[config.mk]
export PLATFORM = sky130hd
export DESIGN_NAME = lru_buffer_frame_manager
export DESIGN_NICKNAME = d
export VERILOG_FILES = /design/src/design/lbfm_pkg.sv /design/src/design/lru_buffer_frame_manager.sv /design/src/design/lbfm_ram.sv /design/src/design/lbfm_scan.sv
export SDC_FILE = /design/constraint.sdc
export NUM_CORES = 1
export LEC_CHECK = 0
export BUFFER_PORTS_ARGS = -buffer_cell sky130_fd_sc_hd__buf_2
export CAP_MARGIN = 10
export CORE_MARGIN = 5
export CORE_UTILIZATION = 30
export DETAILED_ROUTE_END_ITERATION = 8
export PLACE_DENSITY = 0.55
export SKIP_LAST_GASP = 1
export SLEW_MARGIN = 40
export SYNTH_ARGS = -nofsm -noshare
export SYNTH_HDL_FRONTEND = slang
export SYNTH_SLANG_ARGS = --single-unit
[constraint.sdc]
create_clock -name clk -period 11.8 [get_ports clk]
set_clock_uncertainty 0.1 [all_clocks]
set_input_delay 2.36 -clock clk [delete_from_list [all_inputs] [get_ports clk]]
set_output_delay 2.36 -clock clk [all_outputs]
set_load 0.05 [all_outputs]
[src/design/lbfm_pkg.sv]
// lbfm_pkg: shared types and constants for the lru buffer frame manager
// used by lbfm_scan and lru_buffer_frame_manager; no dependencies
package lbfm_pkg;

	// fixed field widths of the request and response
	localparam int OP_W        = 2;
	localparam int BLK_W       = 16;
	localparam int STATUS_W    = 2;
	localparam int FRAME_IDX_W = 5;

	// defaults for the top level parameters
	localparam int FRAME_COUNT_DEF      = 32;
	localparam int DISK_BLOCK_COUNT_DEF = 8192;
	localparam int AGE_BITS_DEF         = 16;

	// request kinds; the remaining code is ignored
	typedef enum logic [OP_W-1:0] {
		OP_ALLOC      = 2'd0,
		OP_LOOKUP     = 2'd1,
		OP_MARK_DIRTY = 2'd2
	} op_e;

	// response status codes
	typedef enum logic [STATUS_W-1:0] {
		STATUS_OK   = 2'd0,
		STATUS_OOB  = 2'd1,
		STATUS_MISS = 2'd2
	} status_e;

	// sequencer states
	typedef enum logic [1:0] {
		S_IDLE,
		S_SCAN,
		S_UPDATE,
		S_DONE
	} state_t;

	typedef struct packed {
		logic [OP_W-1:0]  op;
		logic [BLK_W-1:0] block_num;
	} req_t;

	typedef struct packed {
		logic [STATUS_W-1:0]    status;
		logic [FRAME_IDX_W-1:0] frame_index;
		logic                   writeback_valid;
		logic [BLK_W-1:0]       writeback_block;
	} rsp_t;

	// control from the sequencer to the scan unit
	typedef struct packed {
		logic start;
		logic vld;
		logic alloc;
		logic occ;
	} scan_ctrl_t;

	// flags from the scan unit back to the sequencer
	typedef struct packed {
		logic free_found;
		logic hit;
	} scan_stat_t;

endpackage

[src/design/lru_buffer_frame_manager.sv]
// lru buffer frame manager: the result is set by one pass over the age and tag rams through
// the shared scan unit; the next request is taken only once the result has moved into the
// output register, which waits while rsp_stall holds a previous response.
// bad block and ignored requests skip the pass and load their result directly.
// reset clears the occupied and dirty bits at once; no clearing pass is needed.
// depends on lbfm_pkg, lbfm_ram, lbfm_scan
module lru_buffer_frame_manager #(
	parameter int FRAME_COUNT      = lbfm_pkg::FRAME_COUNT_DEF,
	parameter int DISK_BLOCK_COUNT = lbfm_pkg::DISK_BLOCK_COUNT_DEF,
	parameter int AGE_BITS         = lbfm_pkg::AGE_BITS_DEF
) (
	input  logic           clk,
	input  logic           arst_n,
	input  logic           req_valid,
	output logic           req_stall,
	input  lbfm_pkg::req_t req,
	output logic           rsp_valid,
	input  logic           rsp_stall,
	output lbfm_pkg::rsp_t rsp
);
	import lbfm_pkg::*;

	localparam int IDX_W = $clog2(FRAME_COUNT);
	localparam int CNT_W = $clog2(FRAME_COUNT + 1);

	state_t                 state_q, state_d;
	logic [OP_W-1:0]        op_q;
	logic [BLK_W-1:0]       blk_q;
	logic [CNT_W-1:0]       issue_q;
	logic                   rd_vld_s1;
	logic [IDX_W-1:0]       rd_idx_s1;
	logic [FRAME_COUNT-1:0] occ_q;
	logic [FRAME_COUNT-1:0] dirty_q;
	rsp_t                   res_q, res_d;
	logic                   res_load;
	rsp_t                   rsp_q;
	logic                   rsp_valid_q;

	logic                   accept;
	logic                   oob;
	logic                   issuing;
	logic                   scan_done;
	logic                   out_free;
	logic                   is_alloc;
	logic                   do_alloc;
	logic                   do_mark;
	logic [IDX_W-1:0]       sel_idx;
	logic                   victim_dirty;

	scan_ctrl_t             sctrl;
	scan_stat_t             sstat;
	logic [IDX_W-1:0]       free_idx;
	logic [IDX_W-1:0]       best_idx;
	logic [BLK_W-1:0]       best_tag;
	logic [IDX_W-1:0]       hit_idx;
	logic                   scan_age_we;
	logic [AGE_BITS-1:0]    scan_age_wd;

	logic [AGE_BITS-1:0]    age_rd;
	logic [BLK_W-1:0]       tag_rd;
	logic                   age_we;
	logic [IDX_W-1:0]       age_wa;
	logic [AGE_BITS-1:0]    age_wd;

	// handshake and request decode
	assign req_stall = (state_q != S_IDLE);
	assign accept    = req_valid && !req_stall;
	assign oob       = ({1'b0, req.block_num} >= (BLK_W + 1)'(DISK_BLOCK_COUNT));
	assign out_free  = !rsp_valid_q || !rsp_stall;
	assign is_alloc  = (op_q == OP_ALLOC);

	// scan read issue and completion
	assign issuing   = (state_q == S_SCAN) && (issue_q != CNT_W'(FRAME_COUNT));
	assign scan_done = rd_vld_s1 && (rd_idx_s1 == IDX_W'(FRAME_COUNT - 1));

	// victim choice after the pass
	assign sel_idx      = sstat.free_found ? free_idx : best_idx;
	assign victim_dirty = !sstat.free_found && dirty_q[best_idx];
	assign do_alloc     = (state_q == S_UPDATE) && is_alloc;
	assign do_mark      = (state_q == S_UPDATE) && (op_q == OP_MARK_DIRTY) && sstat.hit;

	// next state and result
	always_comb begin
		state_d  = state_q;
		res_d    = '0;
		res_load = 1'b0;
		case (state_q)
			S_IDLE: begin
				if (accept) begin
					if (!(req.op inside {OP_ALLOC, OP_LOOKUP, OP_MARK_DIRTY})) begin
						res_load = 1'b1;
						state_d  = S_DONE;
					end else if (oob) begin
						res_d.status = STATUS_OOB;
						res_load     = 1'b1;
						state_d      = S_DONE;
					end else begin
						state_d = S_SCAN;
					end
				end
			end
			S_SCAN: begin
				if (scan_done) begin
					state_d = S_UPDATE;
				end
			end
			S_UPDATE: begin
				res_load = 1'b1;
				state_d  = S_DONE;
				if (is_alloc) begin
					res_d.status          = STATUS_OK;
					res_d.frame_index     = FRAME_IDX_W'(sel_idx);
					res_d.writeback_valid = victim_dirty;
					res_d.writeback_block = victim_dirty ? best_tag : '0;
				end else if (sstat.hit) begin
					res_d.status      = STATUS_OK;
					res_d.frame_index = FRAME_IDX_W'(hit_idx);
				end else begin
					res_d.status = STATUS_MISS;
				end
			end
			S_DONE: begin
				if (out_free) begin
					state_d = S_IDLE;
				end
			end
			default: begin
				state_d = S_IDLE;
			end
		endcase
	end

	// state register
	always_ff @(posedge clk or negedge arst_n) begin
		if (!arst_n) begin
			state_q <= S_IDLE;
		end else begin
			state_q <= state_d;
		end
	end

	// request capture and scan counters
	always_ff @(posedge clk or negedge arst_n) begin
		if (!arst_n) begin
			issue_q   <= '0;
			rd_vld_s1 <= 1'b0;
		end else begin
			if (accept) begin
				issue_q <= '0;
			end else if (issuing) begin
				issue_q <= issue_q + CNT_W'(1);
			end
			rd_vld_s1 <= issuing;
		end
	end

	always_ff @(posedge clk) begin
		if (accept) begin
			op_q  <= req.op;
			blk_q <= req.block_num;
		end
		rd_idx_s1 <= issue_q[IDX_W-1:0];
		if (res_load) begin
			res_q <= res_d;
		end
	end

	// occupied and dirty bits per frame
	always_ff @(posedge clk or negedge arst_n) begin
		if (!arst_n) begin
			occ_q   <= '0;
			dirty_q <= '0;
		end else begin
			if (do_alloc) begin
				occ_q[sel_idx]   <= 1'b1;
				dirty_q[sel_idx] <= 1'b0;
			end
			if (do_mark) begin
				dirty_q[hit_idx] <= 1'b1;
			end
		end
	end

	// shared scan unit
	assign sctrl.start = accept;
	assign sctrl.vld   = rd_vld_s1;
	assign sctrl.alloc = is_alloc;
	assign sctrl.occ   = occ_q[rd_idx_s1];

	lbfm_scan #(
		.IDX_W    (IDX_W),
		.AGE_BITS (AGE_BITS)
	) u_scan (
		.clk      (clk),
		.arst_n   (arst_n),
		.ctrl     (sctrl),
		.idx      (rd_idx_s1),
		.age_rd   (age_rd),
		.tag_rd   (tag_rd),
		.blk      (blk_q),
		.age_we   (scan_age_we),
		.age_wd   (scan_age_wd),
		.stat     (sstat),
		.free_idx (free_idx),
		.best_idx (best_idx),
		.best_tag (best_tag),
		.hit_idx  (hit_idx)
	);

	// age ram write: aging during the pass, zero for the new frame
	assign age_we = scan_age_we || do_alloc;
	assign age_wa = do_alloc ? sel_idx : rd_idx_s1;
	assign age_wd = do_alloc ? '0 : scan_age_wd;

	lbfm_ram #(
		.WIDTH (AGE_BITS),
		.DEPTH (FRAME_COUNT)
	) u_age_ram (
		.clk     (clk),
		.wr_en   (age_we),
		.wr_addr (age_wa),
		.wr_data (age_wd),
		.rd_en   (issuing),
		.rd_addr (issue_q[IDX_W-1:0]),
		.rd_data (age_rd)
	);

	lbfm_ram #(
		.WIDTH (BLK_W),
		.DEPTH (FRAME_COUNT)
	) u_tag_ram (
		.clk     (clk),
		.wr_en   (do_alloc),
		.wr_addr (sel_idx),
		.wr_data (blk_q),
		.rd_en   (issuing),
		.rd_addr (issue_q[IDX_W-1:0]),
		.rd_data (tag_rd)
	);

	// output register
	always_ff @(posedge clk or negedge arst_n) begin
		if (!arst_n) begin
			rsp_valid_q <= 1'b0;
		end else if (out_free) begin
			rsp_valid_q <= (state_q == S_DONE);
		end
	end

	always_ff @(posedge clk) begin
		if (out_free && (state_q == S_DONE)) begin
			rsp_q <= res_q;
		end
	end

	assign rsp_valid = rsp_valid_q;
	assign rsp       = rsp_q;

endmodule

[src/design/lbfm_ram.sv]
// lbfm_ram: generic simple dual port ram, one write and one registered read port
// no dependencies
module lbfm_ram #(
	parameter int WIDTH = 16,
	parameter int DEPTH = 32
) (
	input  logic                     clk,
	input  logic                     wr_en,
	input  logic [$clog2(DEPTH)-1:0] wr_addr,
	input  logic [WIDTH-1:0]         wr_data,
	input  logic                     rd_en,
	input  logic [$clog2(DEPTH)-1:0] rd_addr,
	output logic [WIDTH-1:0]         rd_data
);

	logic [WIDTH-1:0] mem_q [DEPTH];
	logic [WIDTH-1:0] rd_data_q;

	// write port
	always_ff @(posedge clk) begin
		if (wr_en) begin
			mem_q[wr_addr] <= wr_data;
		end
	end

	// registered read port
	always_ff @(posedge clk) begin
		if (rd_en) begin
			rd_data_q <= mem_q[rd_addr];
		end
	end

	assign rd_data = rd_data_q;

endmodule

[src/design/lbfm_scan.sv]
// lbfm_scan: shared per-frame unit, ages one frame and tracks free, oldest and match
// depends on lbfm_pkg
module lbfm_scan #(
	parameter int IDX_W    = 5,
	parameter int AGE_BITS = 16
) (
	input  logic                      clk,
	input  logic                      arst_n,
	input  lbfm_pkg::scan_ctrl_t      ctrl,
	input  logic [IDX_W-1:0]          idx,
	input  logic [AGE_BITS-1:0]       age_rd,
	input  logic [lbfm_pkg::BLK_W-1:0] tag_rd,
	input  logic [lbfm_pkg::BLK_W-1:0] blk,
	output logic                      age_we,
	output logic [AGE_BITS-1:0]       age_wd,
	output lbfm_pkg::scan_stat_t      stat,
	output logic [IDX_W-1:0]          free_idx,
	output logic [IDX_W-1:0]          best_idx,
	output logic [lbfm_pkg::BLK_W-1:0] best_tag,
	output logic [IDX_W-1:0]          hit_idx
);
	import lbfm_pkg::*;

	logic                inc;
	logic [AGE_BITS-1:0] age_new;
	logic                take_best;
	logic                free_found_q;
	logic                hit_q;
	logic [IDX_W-1:0]    free_idx_q;
	logic [IDX_W-1:0]    best_idx_q;
	logic [IDX_W-1:0]    hit_idx_q;
	logic [AGE_BITS-1:0] best_age_q;
	logic [BLK_W-1:0]    best_tag_q;

	// saturating age increment of an occupied frame
	assign inc     = ctrl.occ && (age_rd != {AGE_BITS{1'b1}});
	assign age_wd  = age_rd + AGE_BITS'(1);
	assign age_new = inc ? age_wd : age_rd;
	assign age_we  = ctrl.vld && ctrl.alloc && inc;

	// oldest frame so far, ties keep the lower index
	assign take_best = ctrl.vld && ctrl.alloc && ctrl.occ &&
		((idx == '0) || (age_new > best_age_q));

	// tracking flags
	always_ff @(posedge clk or negedge arst_n) begin
		if (!arst_n) begin
			free_found_q <= 1'b0;
			hit_q        <= 1'b0;
		end else if (ctrl.start) begin
			free_found_q <= 1'b0;
			hit_q        <= 1'b0;
		end else if (ctrl.vld) begin
			if (!ctrl.occ) begin
				free_found_q <= 1'b1;
			end
			if (!ctrl.alloc && ctrl.occ && (tag_rd == blk)) begin
				hit_q <= 1'b1;
			end
		end
	end

	// tracked indices, ages and tags
	always_ff @(posedge clk) begin
		if (ctrl.start) begin
			best_age_q <= '0;
			best_idx_q <= '0;
		end else begin
			if (ctrl.vld && !ctrl.occ && !free_found_q) begin
				free_idx_q <= idx;
			end
			if (ctrl.vld && !ctrl.alloc && ctrl.occ && (tag_rd == blk) && !hit_q) begin
				hit_idx_q <= idx;
			end
			if (take_best) begin
				best_age_q <= age_new;
				best_idx_q <= idx;
				best_tag_q <= tag_rd;
			end
		end
	end

	assign stat.free_found = free_found_q;
	assign stat.hit        = hit_q;
	assign free_idx        = free_idx_q;
	assign best_idx        = best_idx_q;
	assign best_tag        = best_tag_q;
	assign hit_idx         = hit_idx_q;

endmodule
# Yosys cells after proc, flatten, opt, wreduce, memory -nomap -nowiden
# Memory sizes are Yosys's and may differ from the RTL's. A register that Yosys moved wholly into a read port is not among the register bits.
# Index checks and enable logic that the tools add are counted.
[op_classes]
n_reduce_logical = 50
magnitude_cmp = 8
n_eq_ne = 14
bitwise_logic = 5
muxes = 43
add_sub_neg = 2
[op_table]
columns = ["cell", "count"]
rows = [
  ["$mux 32", 2],
  ["$or 32x32->32", 2],
  ["$and 32x32->32", 1],
  ["$mux 16", 2],
  ["$not 32->32", 1],
  ["$lt 5x6->1 const B", 4],
  ["$logic_and 1x1->1", 23],
  ["$mux 1", 20],
  ["$add 16x1->16 const B", 1],
  ["$eq 16x16->1", 1],
  ["$ge 16x14->1 const B", 1],
  ["$gt 16x16->1", 1],
  ["$ne 16x16->1 const B", 1],
  ["$mux 5", 3],
  ["$mux 2", 6],
  ["$mux 6", 2],
  ["$reduce_and 2->1", 6],
  ["$bmux 1 s5", 2],
  ["$demux 1 s5", 2],
  ["$ge 5x1->1 const B", 2],
  ["$eq 2x2->1 const B", 4],
  ["$ne 2x2->1 const B", 4],
  ["$pmux 2 s4", 1],
  ["$reduce_bool 2->1", 4],
  ["14 further kinds", 26],
]
[totals]
memories = 2
ramBits = 1024
wordCells = 148
inputBits = 22
register_bits = 194
[mem_list]
columns = ["name", "words", "word_bits", "read_ports", "rd_clocked_by_memory_dff", "wr", "line_no", "source"]
rows = [
  ["u_age_ram.mem_q", 32, 16, 1, 1, 1, "lbfm_ram.sv:16", "logic [WIDTH-1:0] mem_q [DEPTH];"],
  ["u_tag_ram.mem_q", 32, 16, 1, 1, 1, "lbfm_ram.sv:16", ""],
]

# Logic depth before layout (Yosys ltp)
[depth]
depth_word = 10
depth_mapped = 20

# Cells and area by module
# Synthesis repeated with hierarchy kept, for this count alone.
[unflattened]
hier_cells = 3084
area_unflattened_um2 = 50646.1
[by_module_without_submodules]
columns = ["module", "instances", "seq_area_each_um2", "area_each_um2", "cells_each"]
rows = [
  ["lbfm_ram at u_tag_ram", 1, 15855.2, 20696.1, 1143],
  ["lbfm_ram at u_age_ram", 1, 15855.2, 20694.8, 1143],
  ["lru_buffer_frame_manager", 1, 3933.8, 6316.1, 484],
  ["lbfm_scan", 1, 1251.2, 2939.1, 314],
]

# Worst setup path after synthesis
# Ideal clock, no wire load.
[synth_path]
kind = "input -> register"
from = "in req_valid"
to = "reg res_q[0] (netlist bit) (enable)"
path_buffers = 0
path_stages = 2
arrival_ns = 4.287
setup_time_ns = 0.438
setup_slack_ns = 6.974
required_ns = 11.262
path_cell_list = "nand2_1 > o21ai_0"
[synth_via]
elab_chain_len = 3
[synth_lines]
columns = ["element", "line_no", "source"]
rows = [
  ["start, declared", "lru_buffer_frame_manager.sv:14", "input logic req_valid,"],
  ["$logic_and 1x1->1", "lru_buffer_frame_manager.sv:67", "assign accept = req_valid && !req_stall;"],
  ["$mux 1", "lru_buffer_frame_manager.sv:89", "if (accept) begin"],
  ["$pmux 1 s2", "lru_buffer_frame_manager.sv:87", "case (state_q)"],
  ["named net res_load", "lru_buffer_frame_manager.sv:35", "logic res_load;"],
  ["end signal, assigned", "lru_buffer_frame_manager.sv:164", "res_q <= res_d;"],
  ["end, declared", "lru_buffer_frame_manager.sv:34", "rsp_t res_q, res_d;"],
]
# The timed path passes the listed nets, and every way through them passes these cells.
# A chain may end at the register's enable or synchronous reset.

# Worst setup path after layout
[layout_path]
from = "reg u_age_ram.rd_data_q[0] (netlist: u_age_ram.rd_data[0]), read port of u_age_ram.mem_q"
to = "reg u_scan.best_age_q[3]"
[layout_via]
elab_chain_len = 6
word_cells_on_any_way = 7
classes_between = "1 x add/sub; 1 x order compare; 1 x eq/ne; 1 x mux; 3 x reduce/logical"
[layout_lines]
columns = ["element", "line_no", "source"]
rows = [
  ["start, declared", "lbfm_ram.sv:17", "logic [WIDTH-1:0] rd_data_q;"],
  ["branches (longest 2 deep; another with $add 16x1->16)", "n/a", ""],
  ["$mux 16 (*)", "lbfm_scan.sv:38", "assign age_new = inc ? age_wd : age_rd;"],
  ["named net u_scan.age_new[1]", "lbfm_scan.sv:25", "logic [AGE_BITS-1:0] age_new;"],
  ["$gt 16x16->1 (*)", "lbfm_scan.sv:43", "((idx == '0) || (age_new > best_age_q));"],
  ["$logic_or 1x1->1 (*)", "lbfm_scan.sv:43", ""],
  ["$logic_and 1x1->1 (*)", "lbfm_scan.sv:42", "assign take_best = ctrl.vld && ctrl.alloc && ctrl.occ &&"],
  ["end signal, assigned", "lbfm_scan.sv:76", "best_age_q <= age_new;"],
  ["end, declared", "lbfm_scan.sv:32", "logic [AGE_BITS-1:0] best_age_q;"],
]
# Mark *: on every way through the listed nets, which the timed path passes.

==> summary.md <==
| Metric | Value |
|---|---|
| Global-route track usage on met3 | around 2.2% |
| Multiplexer area fraction after synthesis | between 10% and 20% |
| Startpoint of the most critical setup path | u_age_ram.rd_data[0] |
| GRT Overall Usage | between 10% and 20% |
| Final std cell area, no fill | around 56000 sq um |
| Clock share of power | between 20 and 30% |
| Hold-fix buffer count after cts | 0 |
| Leading cell type in the layout, fill and taps excluded | edfxtp_1 |
| Final WL | around 120000 um |
| GRT Residual Overflow | 0 |
| Fraction of the mapped netlist area in compound gates | slightly above 2% |
| Sequence of cells on the critical path | ha_1 > nand3_1 > nor3_1 > and3_1 > a21oi_2 > mux2_2 > ha_1 > nor2b_1 > o211ai_1 > a2111oi_0 > or4b_1 > and2_1 > o211ai_1 > o221a_2 |
| Clock slew at the register clock pins of the worst setup and hold paths | 70 ps |
| Power after layout | ~0.013 W |
| Number of antenna violations at the first check in global routing | 7 |
| Post-synthesis share of cell area spent on xor and xnor gates | less than 1% |
| Number of distinct standard cells referenced by the synthesized netlist | 65 |
| Antenna Nets Post-Route | 0 |
| Average cell area after synthesis | 20.7 sq um |
| Placer Congestion | ~0.82 |
| Highest Clock Rate | about 0.2 GHz |
| CTS tree | yes |
| Synthesized-area fraction occupied by and/or/nand/nor cells | under 10% |
| Synth Warn # | 0 |
| Post-route fraction of the period consumed by the critical path | between 40 and 50% |
| Reg-to-reg critical path startpoint | u_age_ram.rd_data[0] |
| Finished Layout Cells | 4802 |
| Status | finished, final reports clean |
| Starting utilization of the core area | 30.1% |
| Initial DRC count | 2342 |
| First-pass GRT wire length | 169000 um |
| Average vias per placed instance | 4.85 |
| Final Slew Violations | 0 |
| Arrival time at the worst endpoint | between 5000 and 6000 ps |
| Number of nets in the synthesized netlist | roughly 2400 |
| Placed insts | 4582 |
| Headroom to the max-slew limit | 42.1% |
| Core region area | approximately 160000 sq um |
| PD cells | around 230 nW/um^2 |
| Data required time at the worst endpoint | around 12000 ps |
| Switching power | roughly 0.0039 W |
| Switching Fraction | about 30% |
| Share of synthesized area occupied by flip-flops and latches | about three quarters |
| Fraction of met1 tracks used by global routing | between 10% and 20% |
| Detailed-placement wirelength estimate | a little under 70000 um |
| Avg WL per Cell | about 24 um |
| Unrepaired setup endpoints after global routing | no |
| Via count of the first global-routing pass | 23967 |
| Kind of end point of the critical path | flip-flop |
| Number of buffer cells added on primary ports | 47 |
| Cell at the slowest stage of the critical path | and2_1 |
| Share of synthesized flip-flops with an asynchronous set or reset | under 10% |
| Combinational cell fraction of total power | about a quarter |
| Most utilized layer in the global route result | met2 |
| Total of flip-flops plus latches after synthesis | about 1300 |
| Maximum capacitance violations | 0 |
| Min-delay worst type | flip-flop to flip-flop |
| Adder-Cell Fraction of Synth Area | 0.587% |
| Internal power | about 0.0091 W |
| Fraction of layout cells with a size suffix above 1 | between 30% and 40% |
| Overall via count from detail_route | between 20000 and 25000 |
| # resized after CTS | 0 |
| # H-tree levels | 3 |
| Share of power burned in registers | 45.1% |
| Number of rows created at floorplan | approximately 150 |
| Postcts setup bufs | 0 |
| Reg-to-reg setup timing slack | 6840 ps |
| Setup violation total in the final timing report | 0 |
| Predominant post-synthesis flop cell | edfxtp_1 |
| Clock tree sinks | between 1000 and 1500 |
| CP max stage delay | about 610 ps |
| Slew at the pin with the worst max-slew slack | just under 900 ps |
| Maximum number of pins on one net before global-route repair | 65 |
| Clock insertion delay at the later pin of the skew report | 730 ps |
| Top-level I/O count | 48 |
| Number of remaining DRC errors | 0 |
| Largest family of logic cells by synthesized area | multiplexers |
| Num CTS Buffers | approximately 120 |
| Mapped Area | roughly 49000 sq um |
| Buffer cell driving the clock tree root | clkbuf_16 |
| Die span in x | 414 um |
| Layout-stage area growth over the synthesis result | 15.1% |
| Peak supply drop | roughly 0.15 mV |
| Die ar. | 172000 sq um |
| Crit Path Max Fanout | 18 |
| Pre-Repair DR Iteration Count | 5 |
| Count of flip-flops with a built-in enable after synthesis | around 1100 |
| Category of the worst setup path launch point | flip-flop |
| Leakage dissipation | ~18 nW |
| Top library cells by usage in the layout, fill and taps aside | 1148 x edfxtp_1, 330 x mux4_2, 121 x clkbuf_16 |
| NumNets Final | between 2000 and 3000 |
| Die extent in y | approximately 410 um |
| Fin Setup TNS | 0 ps |
| Hold Violations, Final | 0 |
| Met2 GRT Util | 21.3% |
| Endpoint of the lowest-slack register-to-register path | u_scan.best_age_q[3] |
| Placed inst area | around 53000 sq um |
| Critical path endpoint | u_scan.best_age_q[3] |
| Post-Synthesis Cells | 2370 |
| Class of the most critical setup path | flip-flop to flip-flop |
| Number of buffers on the longest clock path | 3 |
| Path depth of the worst reg2reg path | 14 |
| Final critical delay including setup and external delays | ~5000 ps |
power by group through the flow:
stage	logic [W]	registers [W]	clock network [W]
after floorplan	0.00232	0.00592	0
after global placement	0.00344	0.00598	0
after detailed placement	0.00349	0.00598	0
after CTS	0.00350	0.00589	0.00380
after global routing	0.00371	0.00592	0.00399
final	0.00345	0.00588	0.00371
layer usage:
metal	vias up	part of all wire, %
met5	-	0
met4	0	2.2
met3	134	6.1
met2	683	48
met1	12463	44
li1	10030	-
stage by stage:
step / hold slack [ps] / setup WS [ps] / utilization [%]
3_3_place_gp: 304 / 6820 / 32.3
2_1_floorplan: 245 / 6970 / -
5_1_grt: 336 / 6480 / 34.7
4_1_cts: 321 / 6850 / 34.7
6_report: 319 / 6840 / 34.7
3_5_place_dp: 306 / 6870 / 32.4
registers in the layout, indices dropped and copies added, names as in the netlist, 6 cells and up:
register,count
rsp,24
u_age_ram.mem_q,512
issue_q,6
res_q,24
dirty_q,32
u_scan.best_tag,16
u_scan.best_age_q,16
blk_q,16
u_age_ram.rd_data,16
occ_q,32
u_tag_ram.mem_q,512
u_tag_ram.rd_data,16
logic make-up after synthesis:
| logic type | count (synthesis) |
|---|---|
| xor+xnor | 36 |
| compound gates | 157 |
| buf+inv | 153 |
| mux | 391 |
| flops | 1250 |
| fa+ha+maj | 23 |
| simple gates | 360 |
layout make-up:
class	instances	area, sq um
repair buffers	152	1100
flip-flops and latches	1250	36900
clock buffers	137	3090
multi-input cells	967	11800
well taps	2175	2720
clock inverters	82	672
fillers	15207	106000
diodes	1	2.50
inverters	38	143
synthesized netlist by cell type, types with 27 or more instances:
cell | count | area (sq um)
edfxtp_1 | 1148 | 34500
mux4_2 | 330 | 7430
nor2_1 | 92 | 345
nand2_1 | 85 | 319
clkbuf_1 | 80 | 300
dfrtp_1 | 76 | 1900
o21ai_0 | 51 | 255
a21oi_1 | 40 | 200
mux2_2 | 37 | 417
inv_1 | 36 | 135
nor3_1 | 31 | 155
buf_2 | 28 | 140
nand3_1 | 27 | 135
worst min-delay path by stage:
stage / startpoint / end / cells past startpoint
floorplan: issue_q[2] / rd_idx_s1[2] / 0
global placement: res_q[16] / rsp[16] / 0
detailed placement: res_q[14] / rsp[14] / 0
CTS: res_q[14] / rsp[14] / 0
global route: res_q[0] / rsp[0] / 0
finish: res_q[15] / rsp[15] / 0
worst max-delay path, delay by kind of cell (launching register included):
family	cells	cell delay, ps
AND/OR/NAND/NOR	6	2250
AO/OA/AOI/OAI	5	1120
adder cells (fa/ha/maj)	2	550
flip-flops	1	470
multiplexers	1	340
Power figures use the tool's default switching activity.
